`src/hw/rtl/cdm_pkg.sv`:
```
// shared constants, types and the ratio factor table for the clock divider/multiplier
// used by every module under hw/rtl; depends on nothing
package cdm_pkg;

	// tick counter and period width
	localparam int unsigned TICK_W = 24;
	localparam logic [TICK_W-1:0] TICK_MAX = {TICK_W{1'b1}};
	localparam logic [TICK_W-1:0] PERIOD_RESET = TICK_W'(24000);

	// configuration registers
	localparam int unsigned CFG_IDX_W = 2;
	localparam int unsigned CFG_DATA_W = 16;
	localparam logic [CFG_IDX_W-1:0] REG_RATIO = CFG_IDX_W'(0);
	localparam logic [CFG_IDX_W-1:0] REG_MIN_PERIOD = CFG_IDX_W'(1);

	localparam int unsigned RATIO_W = 4;
	localparam int unsigned MINP_W = 16;
	localparam logic [RATIO_W-1:0] RATIO_PASS = RATIO_W'(5);
	localparam logic [RATIO_W-1:0] RATIO_LAST = RATIO_W'(10);
	localparam logic [RATIO_W-1:0] RATIO_RESET = RATIO_PASS;
	localparam logic [MINP_W-1:0] MINP_RESET = MINP_W'(48);
	localparam logic [MINP_W-1:0] MINP_FLOOR = MINP_W'(8);

	// stream payload widths
	localparam int unsigned DATA_W = 8;
	localparam int unsigned CNT_W = 4;
	localparam int unsigned DIV_W = 3;

	// configuration state seen by the core
	typedef struct packed {
		logic [RATIO_W-1:0] ratio;
		logic [MINP_W-1:0]  min_period;
		logic               ratio_wr;
	} cfg_t;

	// divide or multiply factor for a clamped ratio index
	function automatic logic [CNT_W-1:0] ratio_factor(input logic [RATIO_W-1:0] idx);
		logic [CNT_W-1:0] f;
		unique case (idx)
			4'd0:    f = 4'd8;
			4'd1:    f = 4'd6;
			4'd2:    f = 4'd4;
			4'd3:    f = 4'd3;
			4'd4:    f = 4'd2;
			4'd5:    f = 4'd1;
			4'd6:    f = 4'd2;
			4'd7:    f = 4'd3;
			4'd8:    f = 4'd4;
			4'd9:    f = 4'd6;
			default: f = 4'd8;
		endcase
		return f;
	endfunction

endpackage

```
`src/hw/rtl/cdm_cfg.sv`:
```
// configuration registers: ratio index and minimum period
// depends on cdm_pkg
module cdm_cfg (
	input  logic                            clk,
	input  logic                            arst_n,
	input  logic                            cfg_we,
	input  logic [cdm_pkg::CFG_IDX_W-1:0]   cfg_index,
	input  logic [cdm_pkg::CFG_DATA_W-1:0]  cfg_wdata,
	output cdm_pkg::cfg_t                   cfg
);

	logic [cdm_pkg::RATIO_W-1:0] ratio_q;
	logic [cdm_pkg::MINP_W-1:0]  min_period_q;
	logic [cdm_pkg::RATIO_W-1:0] ratio_wr_val;
	logic                        ratio_wr;

	// out-of-range ratios clamp to the last entry
	assign ratio_wr_val = (cfg_wdata[cdm_pkg::RATIO_W-1:0] > cdm_pkg::RATIO_LAST) ?
		cdm_pkg::RATIO_LAST : cfg_wdata[cdm_pkg::RATIO_W-1:0];
	assign ratio_wr = cfg_we && (cfg_index == cdm_pkg::REG_RATIO);

	// register writes
	always_ff @(posedge clk or negedge arst_n) begin
		if (!arst_n) begin
			ratio_q      <= cdm_pkg::RATIO_RESET;
			min_period_q <= cdm_pkg::MINP_RESET;
		end else if (cfg_we) begin
			unique case (cfg_index)
				cdm_pkg::REG_RATIO:      ratio_q <= ratio_wr_val;
				cdm_pkg::REG_MIN_PERIOD: min_period_q <= cfg_wdata[cdm_pkg::MINP_W-1:0];
				default: ;
			endcase
		end
	end

	// a minimum below the floor reads as the floor
	assign cfg.ratio      = ratio_q;
	assign cfg.min_period = (min_period_q < cdm_pkg::MINP_FLOOR) ?
		cdm_pkg::MINP_FLOOR : min_period_q;
	assign cfg.ratio_wr   = ratio_wr;

endmodule

```
`src/hw/rtl/cdm_core.sv`:
```
// edge detection, period tracking and divide/multiply decision for one tick
// depends on cdm_pkg
module cdm_core (
	input  logic          clk,
	input  logic          arst_n,
	input  cdm_pkg::cfg_t cfg,
	input  logic          step,
	input  logic          clock_level,
	input  logic          reset_level,
	output logic          advance,
	output logic          clock_edge
);

	localparam int unsigned PROD_W = cdm_pkg::TICK_W + cdm_pkg::CNT_W;

	logic                          clock_prev_q;
	logic                          reset_prev_q;
	logic [cdm_pkg::DIV_W-1:0]     divide_count_q;
	logic [cdm_pkg::TICK_W-1:0]    ticks_q;
	logic [cdm_pkg::TICK_W-1:0]    period_q;
	logic [cdm_pkg::CNT_W-1:0]     fired_q;

	logic                          rst_edge;
	logic [cdm_pkg::DIV_W-1:0]     dc0;
	logic [cdm_pkg::TICK_W-1:0]    t0;
	logic [cdm_pkg::TICK_W-1:0]    t1;
	logic [cdm_pkg::CNT_W-1:0]     mf1;
	logic [cdm_pkg::TICK_W-1:0]    period_n;
	logic [cdm_pkg::DIV_W-1:0]     dc_n;
	logic [cdm_pkg::CNT_W-1:0]     mf_n;
	logic [cdm_pkg::CNT_W-1:0]     factor;
	logic [cdm_pkg::CNT_W-1:0]     dc_inc;
	logic [PROD_W-1:0]             due;
	logic [PROD_W-1:0]             next_mark;
	logic                          adv;

	assign factor = cdm_pkg::ratio_factor(cfg.ratio);

	// rising edges against the previous tick
	assign clock_edge = clock_level && !clock_prev_q;
	assign rst_edge   = reset_level && !reset_prev_q;

	// reset edge clears counters first
	assign dc0 = rst_edge ? '0 : divide_count_q;
	assign t0  = rst_edge ? '0 : ticks_q;

	// period capture and saturating tick count
	always_comb begin
		period_n = period_q;
		if (clock_edge) begin
			if (t0 > {{(cdm_pkg::TICK_W-cdm_pkg::MINP_W){1'b0}}, cfg.min_period})
				period_n = t0;
			t1  = '0;
			mf1 = '0;
		end else begin
			t1  = (t0 != cdm_pkg::TICK_MAX) ? t0 + 1'b1 : t0;
			mf1 = rst_edge ? '0 : fired_q;
		end
	end

	// multiply schedule products
	assign due       = PROD_W'(t1) * PROD_W'(factor);
	assign next_mark = PROD_W'(mf1) * PROD_W'(period_q);
	assign dc_inc    = {1'b0, dc0} + 1'b1;

	// mode decision
	always_comb begin
		adv  = 1'b0;
		dc_n = dc0;
		mf_n = mf1;
		if (cfg.ratio < cdm_pkg::RATIO_PASS) begin
			if (clock_edge) begin
				if (dc_inc >= factor) begin
					dc_n = '0;
					adv  = 1'b1;
				end else begin
					dc_n = dc_inc[cdm_pkg::DIV_W-1:0];
				end
			end
		end else if (cfg.ratio == cdm_pkg::RATIO_PASS) begin
			adv = clock_edge;
		end else begin
			if (clock_edge) begin
				adv  = 1'b1;
				mf_n = cdm_pkg::CNT_W'(1);
			end else if ((mf1 < factor) && (next_mark <= due)) begin
				adv  = 1'b1;
				mf_n = mf1 + 1'b1;
			end
		end
	end

	assign advance = adv;

	// tick state; a ratio write clears the counters
	always_ff @(posedge clk or negedge arst_n) begin
		if (!arst_n) begin
			clock_prev_q   <= 1'b0;
			reset_prev_q   <= 1'b0;
			divide_count_q <= '0;
			ticks_q        <= '0;
			period_q       <= cdm_pkg::PERIOD_RESET;
			fired_q        <= '0;
		end else if (cfg.ratio_wr) begin
			divide_count_q <= '0;
			ticks_q        <= '0;
			fired_q        <= '0;
		end else if (step) begin
			clock_prev_q   <= clock_level;
			reset_prev_q   <= reset_level;
			divide_count_q <= dc_n;
			ticks_q        <= t1;
			period_q       <= period_n;
			fired_q        <= mf_n;
		end
	end

endmodule

```
`src/hw/rtl/clock_divider_multiplier_unit.sv`:
```
// Clock divider/multiplier top level: input register, tick core, result register.
// Path: an accepted item goes through the input register, then the result register.
// Throughput: one item per cycle while results are taken; a stalled result holds both stages.
// Reset (arst_n low): ratio pass-through, minimum period 48, counters zero,
// period 24000 ticks, both stages empty.
// depends on cdm_pkg, cdm_cfg, cdm_core
module clock_divider_multiplier_unit (
	input  logic                            clk,
	input  logic                            arst_n,
	input  logic                            s_tvalid,
	output logic                            s_tready,
	input  logic [cdm_pkg::DATA_W-1:0]      s_tdata,   // [0] clock_level, [1] reset_level
	output logic                            m_tvalid,
	input  logic                            m_tready,
	output logic [cdm_pkg::DATA_W-1:0]      m_tdata,   // [0] advance, [1] clock_edge
	input  logic                            cfg_we,
	input  logic [cdm_pkg::CFG_IDX_W-1:0]   cfg_index,
	input  logic [cdm_pkg::CFG_DATA_W-1:0]  cfg_wdata
);

	cdm_pkg::cfg_t cfg;

	logic valid_s1;
	logic clock_s1;
	logic reset_s1;
	logic out_valid_q;
	logic advance_q;
	logic edge_q;
	logic step;
	logic advance;
	logic clock_edge;

	// stage 1 moves when the result register is free or being drained
	assign step     = valid_s1 && (!out_valid_q || m_tready);
	assign s_tready = !valid_s1 || step;

	cdm_cfg u_cfg (
		.clk       (clk),
		.arst_n    (arst_n),
		.cfg_we    (cfg_we),
		.cfg_index (cfg_index),
		.cfg_wdata (cfg_wdata),
		.cfg       (cfg)
	);

	cdm_core u_core (
		.clk         (clk),
		.arst_n      (arst_n),
		.cfg         (cfg),
		.step        (step),
		.clock_level (clock_s1),
		.reset_level (reset_s1),
		.advance     (advance),
		.clock_edge  (clock_edge)
	);

	// input register
	always_ff @(posedge clk or negedge arst_n) begin
		if (!arst_n) begin
			valid_s1 <= 1'b0;
		end else if (s_tready) begin
			valid_s1 <= s_tvalid;
		end
	end

	always_ff @(posedge clk) begin
		if (s_tvalid && s_tready) begin
			clock_s1 <= s_tdata[0];
			reset_s1 <= s_tdata[1];
		end
	end

	// result register
	always_ff @(posedge clk or negedge arst_n) begin
		if (!arst_n) begin
			out_valid_q <= 1'b0;
		end else if (step) begin
			out_valid_q <= 1'b1;
		end else if (m_tready) begin
			out_valid_q <= 1'b0;
		end
	end

	always_ff @(posedge clk) begin
		if (step) begin
			advance_q <= advance;
			edge_q    <= clock_edge;
		end
	end

	assign m_tvalid = out_valid_q;
	assign m_tdata  = {{(cdm_pkg::DATA_W-2){1'b0}}, edge_q, advance_q};

endmodule

```
`config.mk`:
```
export PLATFORM = sky130hd
export DESIGN_NAME = clock_divider_multiplier_unit
export DESIGN_NICKNAME = d
export VERILOG_FILES = /design/src/hw/rtl/cdm_pkg.sv /design/src/hw/rtl/cdm_cfg.sv /design/src/hw/rtl/cdm_core.sv /design/src/hw/rtl/clock_divider_multiplier_unit.sv
export SDC_FILE = /design/constraint.sdc
export NUM_CORES = 1
export LEC_CHECK = 0
export ABC_AREA = 1
export BUFFER_PORTS_ARGS = -buffer_cell sky130_fd_sc_hd__buf_2
export CAP_MARGIN = 0
export CORE_UTILIZATION = 45
export CTS_CLUSTER_DIAMETER = 40
export DETAILED_ROUTE_END_ITERATION = 16
export PLACE_DENSITY = 0.66
export SYNTH_ARGS = -nofsm -noshare
export SYNTH_HDL_FRONTEND = slang
export SYNTH_SLANG_ARGS = --single-unit
```
`constraint.sdc`:
```
create_clock -name clk -period 7.65 [get_ports clk]
set_clock_uncertainty 0.15 [all_clocks]
set_input_delay 0.765 -clock clk [delete_from_list [all_inputs] [get_ports clk]]
set_output_delay 0.765 -clock clk [all_outputs]
set_load 0.01 [all_outputs]
```
==> results.ini <==
[power]
internal-power_uw=947
combPwrFrac_pct=38.8
pwr-share-clk_pct=27.6
power.leakage_uw=0.00676
p_per_area_nw_per_um2=128
swShare_pct=41.3
power_frac_seq_pct=33.6
peakVddDrop_mv=0.177
switchingPower_uw=666

[setup_path]
reg2reg_depth=35
r2r-start=reset_s1$_DFFE_PP_
critPathArrivalTime_ns=7.19
cp.required_ns=7.78
worstSetupStartpointType=flip-flop
path_delay_family=simple AND/OR/NAND/NOR gates
crit_type=reg2reg
path_max_fanout=9
r2r-end=u_core.fired_q[2]$_DFFE_PN0P_
crit_path_max_incr_delay_ns=0.53
r2r_setup_slack_ns=0.59
crit_path_end_kind=flip-flop
cp_common_cell=nand2_1
critical_path_buf_inv_count=4
worst_path_max_delay_cell=fa_1

[cts]
holdBufCountCts=0
clk_pin_slew_ns=0.06
clock-sinks=83
clockBufferDepth=2
cts_tree=built
cts_made_buffers=9
ctsRootBufferMaster=clkbuf_16
insertion_delay_ns=0.34
htree_levels=3

[yosys]
ys_async_sr_fraction_pct=95.2
synth_top_area_cell=fa_1
yosysWarningCount=0
synth_edf_count=4
synthCells=1643
ys_seq_elements=83
syn-cell-area_um2=11800
avgSynthCellArea_um2=7.19
ys.flop_type=dfrtp_1
synth-seq-area-share_pct=17.9
synth.distinct_cells=60
synth_top_area_share_pct=14.9
yosys-top-cells-area=fa_1 (15%), dfrtp_1 (14%), ha_1 (13%), nand2_1 (11%), inv_1 (8.1%)

[routing]
via_count=10574
avgRoutedWirePerCell_um=15.5
drc=0
firstDrtPassIters=5
wl_um=31000
antenna_left=0
drt_iter0_drc=718
vias_per_cell=5.28

[global_routing]
grt_usage_pct=24.5
grt-ovfl-total=0
grt_pass1_wl_um=52100
grt_pass1_vias=10442
antenna_found_initial=0
grt_max_degree=80

[final_layout]
fin_nets=1907
fillers=2558
num_antenna_cells=0
final_layout_size_suffix_gt1_share_pct=9.46
synthToLayoutAreaGrowth_pct=6.86
fin_cells=2001

[flow_run]
cap_violations=0

[sta]
setup_violations=0
tns_ns=0
max_freq_mhz=142
rsz0062_at_grt=no
slew_violations=0
timing.slew.headroom_pct=32.6
tightest_slew_ns=1.01
min_period_ns=7.06
finalHoldViolations=0
period_share_pct=92.3

[placed_design]
port-buffer-count=28
dp_cells=1984
gp_congestion=0.950
dp_hpwl_um=25800

[floorplanning]
die_h_um=164
io-pin-count=41
core_area_um2=25500
die_x_um=164
initial_core_util_pct=46.4
rows=58
dieArea_um2=26900

[outcome]
status=complete, no violations

[hold_path]
hold_class=reg2reg
worstHoldStart=u_core.ticks_q[7]$_DFFE_PN0P_
min_delay_worst_endpoint=u_core.ticks_q[7]$_DFFE_PN0P_
hold_path_depth=2

## sequential cells by signal, indices dropped and copies added (netlist names), 3 cells and up
register and cells:
u_core.period_q 24, u_core.divide_count_q 3, u_cfg.min_period_q 16, u_core.ticks_q 24, u_core.fired_q 4, u_cfg.ratio_q 4
## stage by stage
step | util [%] | hold WS (ns) | instance area (um^2) | setup WS [ns] | total power [uW]
finish | 49.6 | 0.333 | 12600 | 0.590 | 1610
detailed placement | 48.3 | 0.316 | 12300 | 0.443 | 1160
global route | 49.6 | 0.357 | 12600 | 0.0118 | 1730
CTS | 49.5 | 0.333 | 12600 | 0.374 | 1610
floorplan | - | 0.299 | 11800 | 1.46 | 987
global placement | 48.3 | 0.313 | 12300 | 0.507 | 1150
## cell type report
class,count,area (um^2),area share (%)
tap,330,413,3.27
multi-input combinational,1250,8460,67.0
timing repair buffer,53,330,2.62
clock buffer,9,225,1.78
clock inverter,7,73.8,0.585
inverter,269,1010,8.02
sequential,83,2110,16.7
## repair_timing
action	in CTS	in global routing
resized for setup	0	6
buffers inserted	0	1
endpoints found under the setup margin	0	5
## kinds of logic (layout without fill, tap and decap cells)
group,count (synthesis),count (layout),share of synthesized area (%)
mux,1,1,0.0953
other cells,1,6,0.0317
xor+xnor,65,65,4.88
flops,83,83,17.9
fa+ha+maj,210,210,27.8
buf+inv,315,338,10.9
compound gates,208,208,10.1
simple gates,760,760,28.3
## placed cells by master (no fill, tap or decap), types with 3 or more instances in the layout
| master | netlist | layout |
|---|---|---|
| a21boi_0 | 6 | 6 |
| a21oi_2 | 5 | 5 |
| nand4_1 | 23 | 23 |
| nor3_1 | 15 | 13 |
| clkbuf_16 | 0 | 9 |
| inv_1 | 255 | 255 |
| edfxtp_1 | 4 | 4 |
| nand2_1 | 356 | 355 |
| conb_1 | 1 | 6 |
| a211oi_1 | 4 | 4 |
| nand2_2 | 13 | 13 |
| a21o_1 | 10 | 10 |
| buf_4 | 10 | 26 |
| o21ai_0 | 61 | 60 |
| nand3_1 | 86 | 86 |
| o21ai_1 | 7 | 8 |
| xnor2_1 | 28 | 28 |
| fa_1 | 88 | 88 |
| a221oi_1 | 3 | 3 |
| nand3_2 | 4 | 4 |
| xor2_1 | 36 | 36 |
| buf_2 | 9 | 27 |
| dfstp_2 | 11 | 11 |
| ha_1 | 122 | 122 |
| nor2_4 | 7 | 8 |
| nor2_8 | 3 | 3 |
| nand2_4 | 4 | 5 |
| inv_6 | 0 | 3 |
| o22ai_1 | 4 | 4 |
| o21bai_1 | 6 | 6 |
| o21a_1 | 4 | 4 |
| dfrtp_1 | 68 | 68 |
| nor2_2 | 12 | 12 |
| a31oi_1 | 5 | 5 |
| nor2_1 | 223 | 222 |
| inv_2 | 11 | 11 |
| a21oi_1 | 83 | 83 |
| nor3_2 | 6 | 8 |
## cells in the mapped netlist, types with 2 or more instances
cell type	n
clkbuf_1	20
a21o_1	10
nand2_4	4
xor2_1	36
o21a_1	4
a21boi_0	6
a31oi_1	5
dfstp_2	11
buf_2	9
buf_6	3
fa_1	88
nand3_2	4
edfxtp_1	4
o21ai_0	61
buf_4	10
inv_2	11
nor3_2	6
nor2_4	7
o21bai_1	6
xnor2_1	28
o211ai_1	2
buf_12	2
o22ai_1	4
inv_1	255
nor2_8	3
clkinv_1	2
ha_1	122
nor2_1	223
nand2_1	356
a21oi_1	83
nand3_1	86
nand2_2	13
dfrtp_1	68
buf_1	2
a221oi_1	3
a211oi_1	4
nor3_1	15
nand4_1	23
a21oi_2	5
o21ai_1	7
nor2_2	12
nor3_4	2
## power groups by stage
stage	Clock (uW)	Sequential [uW]	Combinational [uW]
after floorplan	0	536	451
after global placement	0	548	602
after detailed placement	0	549	611
after CTS	451	542	616
after global routing	471	549	707
final	444	543	626
## per-layer routing
layer  up-vias  routed length [um]  track usage [%]  part of all wire, %
met2       300               14400             40.7                   46
met1      4999               14300             33.6                   46
met3        51                1400             1.62                  4.5
li1       5224                   -                -                    -
met4         0                 891             8.46                  2.9
met5         -                   0                0                    0
## worst reg2reg max path, delay by kind of cell, from the launching register on
| family | cells | cell delay, ns |
|---|---|---|
| compound gates | 5 | 1.06 |
| simple gates | 19 | 2.65 |
| flops | 1 | 0.45 |
| buf+inv | 4 | 0.30 |
| fa+ha+maj | 5 | 2.01 |
| xor+xnor | 2 | 0.39 |
## worst max-delay path by stage
stage / slack, ns / startpoint / depth (start not counted) / to
4_1_cts: 0.37 / u_core.reset_prev_q$_DFFE_PN0P_ / 36 / u_core.fired_q[3]$_DFFE_PN0P_
5_1_grt: 0.01 / u_core.reset_prev_q$_DFFE_PN0P_ / 37 / u_core.fired_q[3]$_DFFE_PN0P_
3_5_place_dp: 0.44 / u_core.reset_prev_q$_DFFE_PN0P_ / 37 / u_core.fired_q[3]$_DFFE_PN0P_
6_report: 0.59 / reset_s1$_DFFE_PP_ / 35 / u_core.fired_q[2]$_DFFE_PN0P_
3_3_place_gp: 0.51 / u_core.reset_prev_q$_DFFE_PN0P_ / 37 / u_core.fired_q[2]$_DFFE_PN0P_
2_1_floorplan: 1.46 / reset_s1$_DFFE_PP_ / 37 / u_core.fired_q[3]$_DFFE_PN0P_
Power figures use the tool's default switching activity.
